$ cat config.mk
export PLATFORM = sky130hd
export DESIGN_NAME = scan_disk_scheduler
export DESIGN_NICKNAME = d
export VERILOG_FILES = /design/src/hw/rtl/sdsch_pkg.sv /design/src/hw/rtl/sdsch_sort_cell.sv /design/src/hw/rtl/sdsch_stack_cell.sv /design/src/hw/rtl/scan_disk_scheduler.sv
export SDC_FILE = /design/constraint.sdc
export NUM_CORES = 2
export LEC_CHECK = 0
export BUFFER_PORTS_ARGS = -buffer_cell sky130_fd_sc_hd__buf_2
export CORE_UTILIZATION = 30
export DETAILED_ROUTE_END_ITERATION = 12
export GPL_ROUTABILITY_DRIVEN = 0
export HOLD_SLACK_MARGIN = 0.03
export SETUP_SLACK_MARGIN = 0.3
export SYNTH_ARGS = -nofsm -noshare
export SYNTH_HDL_FRONTEND = slang
export SYNTH_SLANG_ARGS = --single-unit
$ cat constraint.sdc
create_clock -name clk -period 22.3 [get_ports clk]
set_clock_uncertainty 0.05 [all_clocks]
set_input_delay 1.115 -clock clk [delete_from_list [all_inputs] [get_ports clk]]
set_output_delay 1.115 -clock clk [all_outputs]
set_load 0.03 [all_outputs]
$ cat src/hw/rtl/sdsch_pkg.sv
// ----------------------------------------------------------------------------
// sdsch_pkg: shared types and constants of the SCAN disk scheduler
// Sizes, register indexes and the control words of the cell chains.
// ----------------------------------------------------------------------------
package sdsch_pkg;

  localparam int MAX_REQUESTS = 32;
  localparam int CYL_BITS     = 16;
  localparam int CNT_W        = $clog2(MAX_REQUESTS + 1);
  localparam int SUM_W        = 17;
  localparam int DC_W         = CYL_BITS + 1;
  localparam int ADD_W        = ((CYL_BITS > SUM_W) ? CYL_BITS : SUM_W) + 1;
  localparam int CFG_IDX_W    = 2;

  localparam logic [SUM_W-1:0] SUM_MAX = '1;

  localparam logic [CFG_IDX_W-1:0] REG_DISK_CYLINDERS = 2'd0;
  localparam logic [CFG_IDX_W-1:0] REG_START_HEAD     = 2'd1;
  localparam logic [CFG_IDX_W-1:0] REG_SWEEP_UP       = 2'd2;

  typedef logic [CYL_BITS-1:0] cyl_t;

  typedef enum logic [1:0] {
    SORT_HOLD,
    SORT_INSERT,
    SORT_SHIFT_DOWN,
    SORT_SHIFT_UP
  } sort_op_t;

  typedef struct packed {
    sort_op_t op;
    cyl_t     data;
  } sort_ctl_t;

  typedef enum logic [1:0] {
    STACK_HOLD,
    STACK_PUSH,
    STACK_POP
  } stack_op_t;

endpackage

$ cat src/hw/rtl/sdsch_sort_cell.sv
// ----------------------------------------------------------------------------
// sdsch_sort_cell: one cell of the sorted request chain
// Holds one request; inserts in ascending order and shifts either way.
// ----------------------------------------------------------------------------
module sdsch_sort_cell import sdsch_pkg::*; (
  input  logic      clk,
  input  logic      rst,
  input  sort_ctl_t ctl,
  input  cyl_t      lo_val,
  input  logic      lo_valid,
  input  logic      lo_greater,
  input  cyl_t      hi_val,
  input  logic      hi_valid,
  output cyl_t      val,
  output logic      valid,
  output logic      greater
);

  // an empty cell counts as greater than any request
  assign greater = !valid || (val > ctl.data);

  always_ff @(posedge clk) begin
    if (rst) begin
      valid <= 1'b0;
    end else begin
      case (ctl.op)
        SORT_INSERT: begin
          if (greater) begin
            if (lo_greater) begin
              val   <= lo_val;
              valid <= lo_valid;
            end else begin
              val   <= ctl.data;
              valid <= 1'b1;
            end
          end
        end
        SORT_SHIFT_DOWN: begin
          val   <= hi_val;
          valid <= hi_valid;
        end
        SORT_SHIFT_UP: begin
          val   <= lo_val;
          valid <= lo_valid;
        end
        default: begin
        end
      endcase
    end
  end

endmodule

$ cat src/hw/rtl/sdsch_stack_cell.sv
// ----------------------------------------------------------------------------
// sdsch_stack_cell: one cell of the deferred request stack
// Takes its lower neighbour on a push and its upper neighbour on a pop.
// ----------------------------------------------------------------------------
module sdsch_stack_cell import sdsch_pkg::*; (
  input  logic      clk,
  input  stack_op_t op,
  input  cyl_t      lo_val,
  input  cyl_t      hi_val,
  output cyl_t      val
);

  always_ff @(posedge clk) begin
    case (op)
      STACK_PUSH: val <= lo_val;
      STACK_POP:  val <= hi_val;
      default: begin
      end
    endcase
  end

endmodule

$ cat src/hw/rtl/scan_disk_scheduler.sv
// ----------------------------------------------------------------------------
// scan_disk_scheduler: SCAN (elevator) disk request scheduler
// Collects a batch of cylinder requests and serves them in elevator order.
// ----------------------------------------------------------------------------
// Usage:
//   Requests enter on cylinder/last_request, one item per cycle, taken at a
//   clock edge with start high and busy low. Each request is slotted into a
//   sorted chain of cells as it arrives, so collection runs at one item per
//   cycle; items past MAX_REQUESTS are dropped, but a marked last item still
//   closes the batch. Write the configuration registers (cfg_we, cfg_index,
//   cfg_data) only while no batch is being served.
//   After the last item busy rises and the chain drains: from the low end
//   when sweeping up, one request a cycle, and from the high end when
//   sweeping down, where the empty cells above the requests shift out
//   first. Requests on the far side of the start head go onto a stack of
//   cells, which is popped after the turn at the disk edge (S_TURN). Each
//   popped request is registered in pick_val, then in the result register.
//   Each result is shown for one cycle with strobe high; the receiver
//   cannot stall. The closing item, in the first cycle after busy falls,
//   carries the total movement with is_total and end_of_run set. Reset
//   empties both chains and returns to idle.
// ----------------------------------------------------------------------------
module scan_disk_scheduler import sdsch_pkg::*; (
  input  logic                 clk,
  input  logic                 rst,
  input  logic                 start,
  output logic                 busy,
  input  cyl_t                 cylinder,
  input  logic                 last_request,
  input  logic                 cfg_we,
  input  logic [CFG_IDX_W-1:0] cfg_index,
  input  logic [DC_W-1:0]      cfg_data,
  output logic                 strobe,
  output cyl_t                 served_cylinder,
  output logic [SUM_W-1:0]     total_movement,
  output logic                 is_total,
  output logic                 end_of_run
);

  typedef enum logic [4:0] {
    S_IDLE     = 5'b00001,
    S_SORT_POP = 5'b00010,
    S_TURN     = 5'b00100,
    S_STACK_POP = 5'b01000,
    S_TOTAL    = 5'b10000
  } state_t;

  state_t state;

  // configuration
  logic [DC_W-1:0] disk_cylinders;
  cyl_t            start_head;
  logic            sweep_up;

  // batch context
  logic [CNT_W-1:0] request_count;
  logic [CNT_W-1:0] remain;
  logic [CNT_W-1:0] stack_count;
  cyl_t             edge_cyl;
  cyl_t             h0;
  logic             dir_up;
  cyl_t             head;
  logic [SUM_W-1:0] sum;
  cyl_t             pick_val;
  logic             pick_valid;

  // cell chains
  sort_ctl_t sort_ctl;
  stack_op_t stack_op;
  cyl_t      sort_val   [MAX_REQUESTS];
  logic      sort_valid [MAX_REQUESTS];
  logic      sort_gt    [MAX_REQUESTS];
  cyl_t      stack_val  [MAX_REQUESTS];

  logic             accept;
  logic             insert;
  logic [CNT_W-1:0] count_ins;
  logic [DC_W-1:0]  dc_minus;
  cyl_t             edge_c;
  cyl_t             h0_c;
  logic             popped;
  cyl_t             pop_raw;
  cyl_t             pop_sat;
  logic             pick_emit;
  logic             pick_push;
  logic             travel_en;
  cyl_t             tgt;
  cyl_t             travel;
  logic [ADD_W-1:0] sum_wide;
  logic [SUM_W-1:0] sum_next;

  assign busy      = (state != S_IDLE);
  assign accept    = start && !busy;
  assign insert    = accept && (request_count < CNT_W'(MAX_REQUESTS));
  assign count_ins = insert ? (request_count + CNT_W'(1)) : request_count;

  // highest cylinder: zero size acts as one cylinder, oversize clips
  assign dc_minus = disk_cylinders - DC_W'(1);
  always_comb begin
    if (disk_cylinders == '0) begin
      edge_c = '0;
    end else if (disk_cylinders[CYL_BITS]) begin
      edge_c = '1;
    end else begin
      edge_c = dc_minus[CYL_BITS-1:0];
    end
  end
  assign h0_c = (start_head > edge_c) ? edge_c : start_head;

  // chain control: insert while collecting, drain while sorting out
  always_comb begin
    sort_ctl.data = cylinder;
    sort_ctl.op   = SORT_HOLD;
    popped        = 1'b0;
    pop_raw       = sort_val[0];
    if (insert) begin
      sort_ctl.op = SORT_INSERT;
    end else if (state == S_SORT_POP && remain != '0) begin
      if (dir_up) begin
        sort_ctl.op = SORT_SHIFT_DOWN;
        popped      = sort_valid[0];
        pop_raw     = sort_val[0];
      end else begin
        sort_ctl.op = SORT_SHIFT_UP;
        popped      = sort_valid[MAX_REQUESTS-1];
        pop_raw     = sort_val[MAX_REQUESTS-1];
      end
    end
  end
  assign pop_sat = (pop_raw > edge_cyl) ? edge_cyl : pop_raw;

  // serve a picked request now, or defer it to the return sweep
  always_comb begin
    if (state == S_STACK_POP) begin
      pick_emit = pick_valid;
    end else if (dir_up) begin
      pick_emit = pick_valid && (pick_val >= h0);
    end else begin
      pick_emit = pick_valid && (pick_val <= h0);
    end
  end
  assign pick_push = pick_valid && !pick_emit;

  always_comb begin
    if (pick_push) begin
      stack_op = STACK_PUSH;
    end else if (state == S_STACK_POP && stack_count != '0) begin
      stack_op = STACK_POP;
    end else begin
      stack_op = STACK_HOLD;
    end
  end

  // head travel, saturating total
  assign travel_en = pick_emit || (state == S_TURN);
  always_comb begin
    if (state == S_TURN) begin
      tgt = dir_up ? edge_cyl : '0;
    end else begin
      tgt = pick_val;
    end
  end
  assign travel   = (tgt >= head) ? (tgt - head) : (head - tgt);
  assign sum_wide = ADD_W'(sum) + ADD_W'(travel);
  assign sum_next = (sum_wide > ADD_W'(SUM_MAX)) ? SUM_MAX : sum_wide[SUM_W-1:0];

  // cell rows
  for (genvar i = 0; i < MAX_REQUESTS; i++) begin : g_cells
    cyl_t lo_v;
    logic lo_ok;
    logic lo_g;
    cyl_t hi_v;
    logic hi_ok;
    cyl_t st_lo;
    cyl_t st_hi;

    if (i == 0) begin : g_low
      assign lo_v  = '0;
      assign lo_ok = 1'b0;
      assign lo_g  = 1'b0;
      assign st_lo = pick_val;
    end else begin : g_mid
      assign lo_v  = sort_val[i-1];
      assign lo_ok = sort_valid[i-1];
      assign lo_g  = sort_gt[i-1];
      assign st_lo = stack_val[i-1];
    end

    if (i == MAX_REQUESTS - 1) begin : g_top
      assign hi_v  = '0;
      assign hi_ok = 1'b0;
      assign st_hi = '0;
    end else begin : g_below
      assign hi_v  = sort_val[i+1];
      assign hi_ok = sort_valid[i+1];
      assign st_hi = stack_val[i+1];
    end

    sdsch_sort_cell u_sort (
      .clk        (clk),
      .rst        (rst),
      .ctl        (sort_ctl),
      .lo_val     (lo_v),
      .lo_valid   (lo_ok),
      .lo_greater (lo_g),
      .hi_val     (hi_v),
      .hi_valid   (hi_ok),
      .val        (sort_val[i]),
      .valid      (sort_valid[i]),
      .greater    (sort_gt[i])
    );

    sdsch_stack_cell u_stack (
      .clk    (clk),
      .op     (stack_op),
      .lo_val (st_lo),
      .hi_val (st_hi),
      .val    (stack_val[i])
    );
  end

  // configuration registers
  always_ff @(posedge clk) begin
    if (rst) begin
      disk_cylinders <= DC_W'(200);
      start_head     <= '0;
      sweep_up       <= 1'b1;
    end else if (cfg_we) begin
      case (cfg_index)
        REG_DISK_CYLINDERS: disk_cylinders <= cfg_data;
        REG_START_HEAD:     start_head     <= cfg_data[CYL_BITS-1:0];
        REG_SWEEP_UP:       sweep_up       <= cfg_data[0];
        default: begin
        end
      endcase
    end
  end

  // sequencer
  always_ff @(posedge clk) begin
    if (rst) begin
      state         <= S_IDLE;
      request_count <= '0;
      remain        <= '0;
      stack_count   <= '0;
      pick_valid    <= 1'b0;
    end else begin
      pick_valid <= 1'b0;
      case (state)
        S_IDLE: begin
          if (accept) begin
            if (last_request) begin
              // close the batch: start the drain; the sweep and head are latched below
              request_count <= '0;
              remain        <= count_ins;
              state         <= S_SORT_POP;
            end else begin
              request_count <= count_ins;
            end
          end
        end
        S_SORT_POP: begin
          pick_valid <= popped;
          if (popped) begin
            remain <= remain - CNT_W'(1);
          end
          if (pick_push) begin
            stack_count <= stack_count + CNT_W'(1);
          end
          if (remain == '0 && !pick_valid) begin
            state <= S_TURN;
          end
        end
        S_TURN: begin
          state <= S_STACK_POP;
        end
        S_STACK_POP: begin
          if (stack_count != '0) begin
            pick_valid  <= 1'b1;
            stack_count <= stack_count - CNT_W'(1);
          end else if (!pick_valid) begin
            state <= S_TOTAL;
          end
        end
        S_TOTAL: begin
          state <= S_IDLE;
        end
        default: begin
          state <= S_IDLE;
        end
      endcase
    end
  end

  // batch context and picked request
  always_ff @(posedge clk) begin
    if (accept && last_request) begin
      edge_cyl <= edge_c;
      h0       <= h0_c;
      dir_up   <= sweep_up;
      head     <= h0_c;
      sum      <= '0;
    end else if (travel_en) begin
      head <= tgt;
      sum  <= sum_next;
    end
    if (state == S_STACK_POP) begin
      pick_val <= stack_val[0];
    end else begin
      pick_val <= pop_sat;
    end
  end

  // result register: one item per served request, then the total
  always_ff @(posedge clk) begin
    if (rst) begin
      strobe <= 1'b0;
    end else begin
      strobe <= pick_emit || (state == S_TOTAL);
    end
    if (state == S_TOTAL) begin
      served_cylinder <= '0;
      total_movement  <= sum;
      is_total        <= 1'b1;
      end_of_run      <= 1'b1;
    end else begin
      served_cylinder <= pick_val;
      total_movement  <= '0;
      is_total        <= 1'b0;
      end_of_run      <= 1'b0;
    end
  end

`ifndef SYNTHESIS
  a_total_closes : assert property (@(posedge clk) disable iff (rst)
    strobe && is_total |=> !strobe)
    else $error("result after the closing total item");

  a_served_busy : assert property (@(posedge clk) disable iff (rst)
    strobe && !is_total |-> busy)
    else $error("served item outside a batch");

  a_pick_busy : assert property (@(posedge clk) disable iff (rst)
    pick_valid |-> (state == S_SORT_POP || state == S_STACK_POP))
    else $error("picked request outside the serving states");

  a_stack_bound : assert property (@(posedge clk) disable iff (rst)
    stack_count <= CNT_W'(MAX_REQUESTS))
    else $error("deferred stack overflow");

  a_drained : assert property (@(posedge clk) disable iff (rst)
    state == S_TOTAL |-> (remain == '0 && stack_count == '0))
    else $error("total issued with requests still pending");
`endif

endmodule

* Word-level counts from Yosys, hierarchy flattened
Cells that the tools add are included.
** Cells by class
- Muxes and demuxes :: 264
- Div/mod/pow operators :: 0
- $mul :: 0
- Bitwise gates (word level) :: 1
- Order comparisons :: 39
- Shift-type cells :: 0
- Reduce and logical (&&, ||, !) cells :: 159
- Equal/unequal tests :: 53
- $add $sub $neg :: 8
** Operators by type and width (number)
- $pmux 16 s3 :: 32
- $mux 16 :: 76
- $pmux 16 s2 :: 32
- $gt 16x16->1 :: 34
- $reduce_and 3->1 :: 33
- $pmux 1 s3 :: 32
- $reduce_and 2->1 :: 36
- $mux 1 :: 71
- $ne 2x1->1 const B :: 32
- $mux 6 :: 7
- $logic_not 1->1 :: 35
- $logic_or 1x1->1 :: 34
- $ge 16x16->1 :: 2
- $sub 16x16->16 :: 2
- $mux 5 :: 5
- $pmux 6 s2 :: 2
- $pmux 5 s4 :: 1
- $add 17x16->18 :: 1
- $gt 18x17->1 const B :: 1
- $logic_not 17->1 :: 1
- $mux 17 :: 1
- $le 16x16->1 :: 1
- $ne 2x2->1 const B :: 8
- $sub 16x1->16 const B :: 1
- 22 further kinds :: 44
** Storage, ports and cells
- Input bits :: 40
- Bits in latches :: 0
- Memories kept :: 0
- Output and inout port bits :: 37
- Bits in registers :: 1231
- Bits in writable memories :: 0
- Bits in read-only memories :: 0

* Longest topological paths before layout
- Word-level depth :: 9
- Depth in mapped cells :: 31

* By module
From an unflattened synthesis, not the netlist that was laid out.
** Unflattened totals
- Cells, all modules :: 7494
- Area, all modules :: 81455.6 um^2
** Modules (own cells, without submodules)
- sdsch_sort_cell (g_cells[0].u_sort ...) :: sequential area each 500.5 um^2, cells each 159, instances 25, area an instance 1453.9 um^2
- sdsch_stack_cell :: sequential area each 480.5 um^2, cells each 37, instances 32, area an instance 749.5 um^2
- scan_disk_scheduler :: sequential area each 3993.8 um^2, cells each 1201, instances 1, area an instance 10802.9 um^2
- sdsch_sort_cell (g_cells[3].u_sort ...) :: sequential area each 500.5 um^2, cells each 162, instances 6, area an instance 1475.2 um^2
- sdsch_sort_cell (g_cells[9].u_sort) :: sequential area each 500.5 um^2, cells each 162, instances 1, area an instance 1471.4 um^2

* Least setup slack after synthesis
No wires, ideal clock.
- Path kind :: reg2reg
- Start point :: register stack_count[1]
- End point :: register g_cells[0].u_stack.val[0] (enable)
- Clock period less this slack :: 13.659 ns
- Library setup time :: 3.645 ns
- Cell stages (with the launch flop) :: 8
- Required time :: 18.605 ns
- Arrival :: 9.965 ns
- Buffers on the path :: 3
- Path slack :: 8.641 ns
- Path through :: dfxtp_1 -> nor4_1 -> nand2_1 -> nand2_1 -> clkbuf_1 -> clkbuf_1 -> clkbuf_1 -> nand2_1
** On the way
- Word-level cells in the longest chain between the ends :: 6
** Ends and longest elaborated chain
- from (decl) :: RTL line scan_disk_scheduler.sv:58 : logic [CNT_W-1:0] stack_count;
- from (signal assigned) :: RTL line scan_disk_scheduler.sv:268 : stack_count <= stack_count + CNT_W'(1);
- from (signal assigned) :: RTL line scan_disk_scheduler.sv:280 : stack_count <= stack_count - CNT_W'(1);
- $reduce_bool 6->1 * :: RTL line scan_disk_scheduler.sv:147 : end else if (state == S_STACK_POP && stack_count != '0) begin
- $logic_and 1x1->1 * :: RTL line scan_disk_scheduler.sv:147
- $mux 2 * :: RTL line scan_disk_scheduler.sv:147
- $mux 2 * :: RTL line scan_disk_scheduler.sv:145 : if (pick_push) begin
- $eq 2x1->1 or $eq 2x2->1 (tied branches) :: RTL line sdsch_stack_cell.sv:14 : case (op)
- $reduce_bool 2->1 (no source line) *
- to (signal assigned) :: RTL line sdsch_stack_cell.sv:15 : STACK_PUSH: val <= lo_val;
- to (signal assigned) :: RTL line sdsch_stack_cell.sv:16 : STACK_POP: val <= hi_val;
- to (decl) :: RTL line sdsch_stack_cell.sv:10 : output cyl_t val
Every way passes the cells marked *; elsewhere a longest branch is shown, timed or not.
A chain may end at the register's enable or synchronous reset.

* Worst setup path in the final report
- Start point :: register state[4]
- End point :: register sum[6]
** On the way
- Word-level cells in the longest chain between the ends :: 7
** Ends and longest elaborated chain
- from (decl) :: RTL line scan_disk_scheduler.sv:48 : state_t state;
- from (signal assigned) :: RTL line scan_disk_scheduler.sv:242 : state <= S_IDLE;
- from (signal assigned) :: RTL line scan_disk_scheduler.sv:256 : state <= S_SORT_POP;
- from (signal assigned) :: RTL line scan_disk_scheduler.sv:271 : state <= S_TURN;
- $eq 5x3->1 :: RTL line scan_disk_scheduler.sv:155, scan_disk_scheduler.sv:157
- $mux 16 :: RTL line scan_disk_scheduler.sv:157 : if (state == S_TURN) begin
- $sub 16x16->16 or $ge 16x16->1 (tied branches) :: RTL line scan_disk_scheduler.sv:163 : assign travel = (tgt >= head) ? (tgt - head) : (head - tgt);
- $mux 16 :: RTL line scan_disk_scheduler.sv:163
- $add 17x16->18 :: RTL line scan_disk_scheduler.sv:164 : assign sum_wide = ADD_W'(sum) + ADD_W'(travel);
- $gt 18x17->1 :: RTL line scan_disk_scheduler.sv:165 : assign sum_next = (sum_wide > ADD_W'(SUM_MAX)) ? SUM_MAX : sum_wide[SUM_W-1:0];
- $mux 17 :: RTL line scan_disk_scheduler.sv:165
- to (signal assigned) :: RTL line scan_disk_scheduler.sv:305 : sum <= sum_next;
- to (decl) :: RTL line scan_disk_scheduler.sv:63 : logic [SUM_W-1:0] sum;
Several ways; a longest one is shown, not always the timed one.

==> impl_metrics.json <==
{
  "synthArstFlopShare": 0,
  "cp_max_fo": 19,
  "cap_violations": 0,
  "area_growth_pct": 11.6,
  "syn-cell-area_um2": 74300,
  "yosys-top-cells-count": "1073 x edfxtp_1, 615 x ha_1, 557 x mux2_2, 520 x a21oi_1, 434 x nor2_1",
  "dpl_cell_area_um2": 78500,
  "viasPerCell": 5.52,
  "cp_slowest_cell": "a21o_1",
  "dp_hpwl_mm": 146,
  "grt_pass1_wl_mm": 330,
  "netlist_top_cells_area": "edfxtp_1 43%, ha_1 10%, mux2_2 8.4%",
  "swShare": 0.352,
  "clkTransAtPathRegs_ns": 0.07,
  "worstPathArrival_ns": 8.17,
  "cts.sinks": 1231,
  "cts_tree": "built",
  "drive_gt1_frac": 0.158,
  "end_kind": "flip-flop",
  "required_ns": 22.97,
  "synth_cells": 6785,
  "vias": 55860,
  "htree_levels": 4,
  "worst_pin_slew_ns": 1.29,
  "clockPowerShare": 0.285,
  "fmax_ghz": 0.133,
  "post_cts_buffers": 0,
  "outcome": "finished, final reports clean",
  "finalWirelength_mm": 214,
  "numCtsBuffers": 134,
  "stdcell_count": 10124,
  "synth.most_common_cell": "edfxtp_1",
  "final_max_slew_viol_count": 0,
  "max-vdd-ir-drop_mv": 0.0642,
  "drt.antenna.violating_nets": 0,
  "synth-edff-count": 1073,
  "dr.first_iter.drc_count": 5766,
  "period_minus_slack_ns": 7.51,
  "path_class": "reg2reg",
  "remaining_drc_errors": 0,
  "dieArea_um2": 250000,
  "period_share": 0.337,
  "antenna_found_initial": 3,
  "p_seq_frac": 0.410,
  "slowest_delay_ns": 0.73,
  "combPwrFrac": 0.306,
  "grt_pass1_vias": 54177,
  "p_sw_mw": 2.80,
  "syn_nets": 7444,
  "num_io_pins": 77,
  "track_usage": 0.166,
  "rsz0062_at_grt": "no",
  "stdcell_area_um2": 82900,
  "synth_top_area_share": 0.433,
  "crit_chain": "nor2_1 -> nand3_1 -> a21oi_1 -> inv_1 -> ha_1 -> a21oi_1 -> a31oi_1 -> o21ai_0 -> a21o_1 -> mux2_2 -> o221ai_1 -> o221a_2 -> xor2_1 -> ha_1 -> and3_1 -> o2111ai_1 -> a31oi_1 -> o41a_1 -> o21a_1 -> o21a_1 -> o21ai_0 -> nand2_1 -> o221a_2",
  "hold_class": "reg2reg",
  "cts_resized": 0,
  "clk_latency_ns": 0.83,
  "grt_overflow": 0,
  "synth_top_area_cell": "edfxtp_1",
  "yosysWarnings": 0,
  "core_um2": 246000,
  "cp-start-kind": "flip-flop",
  "rows": 182,
  "root_buffer": "clkbuf_16",
  "power.leakage_nw": 32.2,
  "post-place-ws_ns": 14.91,
  "ys_types": 80,
  "max_slew_margin": 0.143,
  "wire_per_inst_um": 21.1,
  "dp_cells": 9883,
  "hold_violations": 0,
  "dr.pass1.iters": 6,
  "ys_seq_area_frac": 0.476,
  "p_total_mw": 7.95,
  "die_h_um": 500,
  "finalSetupTns_ns": 0,
  "synth-seq-cells": 1231,
  "worst_r2r_path_depth": 23,
  "setup_viol": 0,
  "p_int_mw": 5.15,
  "grt_max_degree": 225,
  "synth.avg_cell_area_um2": 11.0,
  "powerDensity_nw_per_um2": 95.9,
  "ys.flop_type": "edfxtp_1",
  "hold_buffers": 0,
  "setup_ws_ns": 14.79,
  "start_util": 0.302,
  "clk_path_buf_depth": 3,
  "io_buffers": 76,
  "fp.dieW_um": 500,
  "nets": 7366,
  "whs_path_depth": 2
}
## sequential cells by signal (all words and copies together) (netlist names)
register	flops
end_of_run	1
strobe	1
state	5
sum	17
remain	6
request_count	6
h0	16
served_cylinder	16
g_cells.u_sort.val	512
sweep_up	1
disk_cylinders	17
head	16
stack_count	6
dir_up	1
g_cells.u_stack.val	512
edge_cyl	16
g_cells.st_lo	16
pick_valid	1
start_head	16
total_movement	17
g_cells.u_sort.valid	32
## power by group through the flow
stage	registers (mW)	clock network, mW	logic, mW
final	3.26	2.26	2.43
after global routing	3.28	2.39	2.69
after CTS	3.25	2.31	2.40
after detailed placement	3.30	0	2.39
after global placement	3.29	0	2.30
after floorplan	3.14	0	1.78
## worst max-delay path, delay by kind of cell, from the launching register on
kind | cells | cell delay [ns]
muxes | 1 | 0.43
and+or+nand+nor | 4 | 1.44
xor gates and xnor gates | 1 | 0.16
AOI/OAI and AO/OA | 14 | 4.21
DFF | 1 | 0.32
buffers and inverters | 1 | 0.12
adders and majority gates | 2 | 0.67
## per-stage QoR
| step | hold WS (ns) | util |
|---|---|---|
| detailed placement | 0.418 | 0.319 |
| global placement | 0.402 | 0.319 |
| CTS | 0.413 | 0.337 |
| global route | 0.465 | 0.337 |
| finish | 0.425 | 0.337 |
| floorplan | 0.358 | - |
## cell families (layout without fill, tap and decap cells)
logic type	after synthesis	in the layout	share of synthesized area
xor gates and xnor gates	46	46	0.00542
adders and majority gates	619	619	0.105
muxes	734	734	0.108
and+or+nand+nor	1293	1293	0.0833
other	0	1	0
DFF	1231	1231	0.476
AOI/OAI and AO/OA	2118	2118	0.185
buffers and inverters	744	770	0.0379
## path summary, 6_finish.rpt
kind	start	end	slack (ns)
hold reg to reg	remain[5]$_SDFFE_PP0P_	remain[5]$_SDFFE_PP0P_	0.43
hold / removal	remain[5]$_SDFFE_PP0P_	remain[5]$_SDFFE_PP0P_	0.43
setup reg to reg	state[4]$_SDFFE_PP0P_	sum[6]$_SDFFE_PP0P_	14.79
setup / recovery	state[4]$_SDFFE_PP0P_	sum[6]$_SDFFE_PP0P_	14.79
## per-layer routing
metal,routed length [µm],track usage,vias up
met5,0,0,-
met4,6790,0.0587,0
met3,15800,0.0272,415
met2,97000,0.263,2229
met1,94500,0.228,27441
li1,-,-,25775
## placed cells by master, fill, tap and decap left out, types with 134 or more instances in the layout
cell / count
nor2_1: 432
mux2i_1: 177
clkbuf_16: 134
a21o_1: 284
nand4_1: 135
o21ai_0: 417
buf_4: 143
edfxtp_1: 1073
dfxtp_1: 158
a21oi_1: 511
inv_1: 290
mux2_2: 557
nand2_1: 314
a22oi_1: 324
ha_1: 615
## layout make-up
type | count | area (µm²)
clock inverter | 64 | 806
sequential | 1231 | 35400
multi-input combinational | 4810 | 36300
antenna | 1 | 2.50
clock buffer | 176 | 3610
tap | 3312 | 4140
timing repair buffer | 220 | 1500
inverter | 310 | 1160
fill | 24247 | 163000
Power figures use the tool's default switching activity.
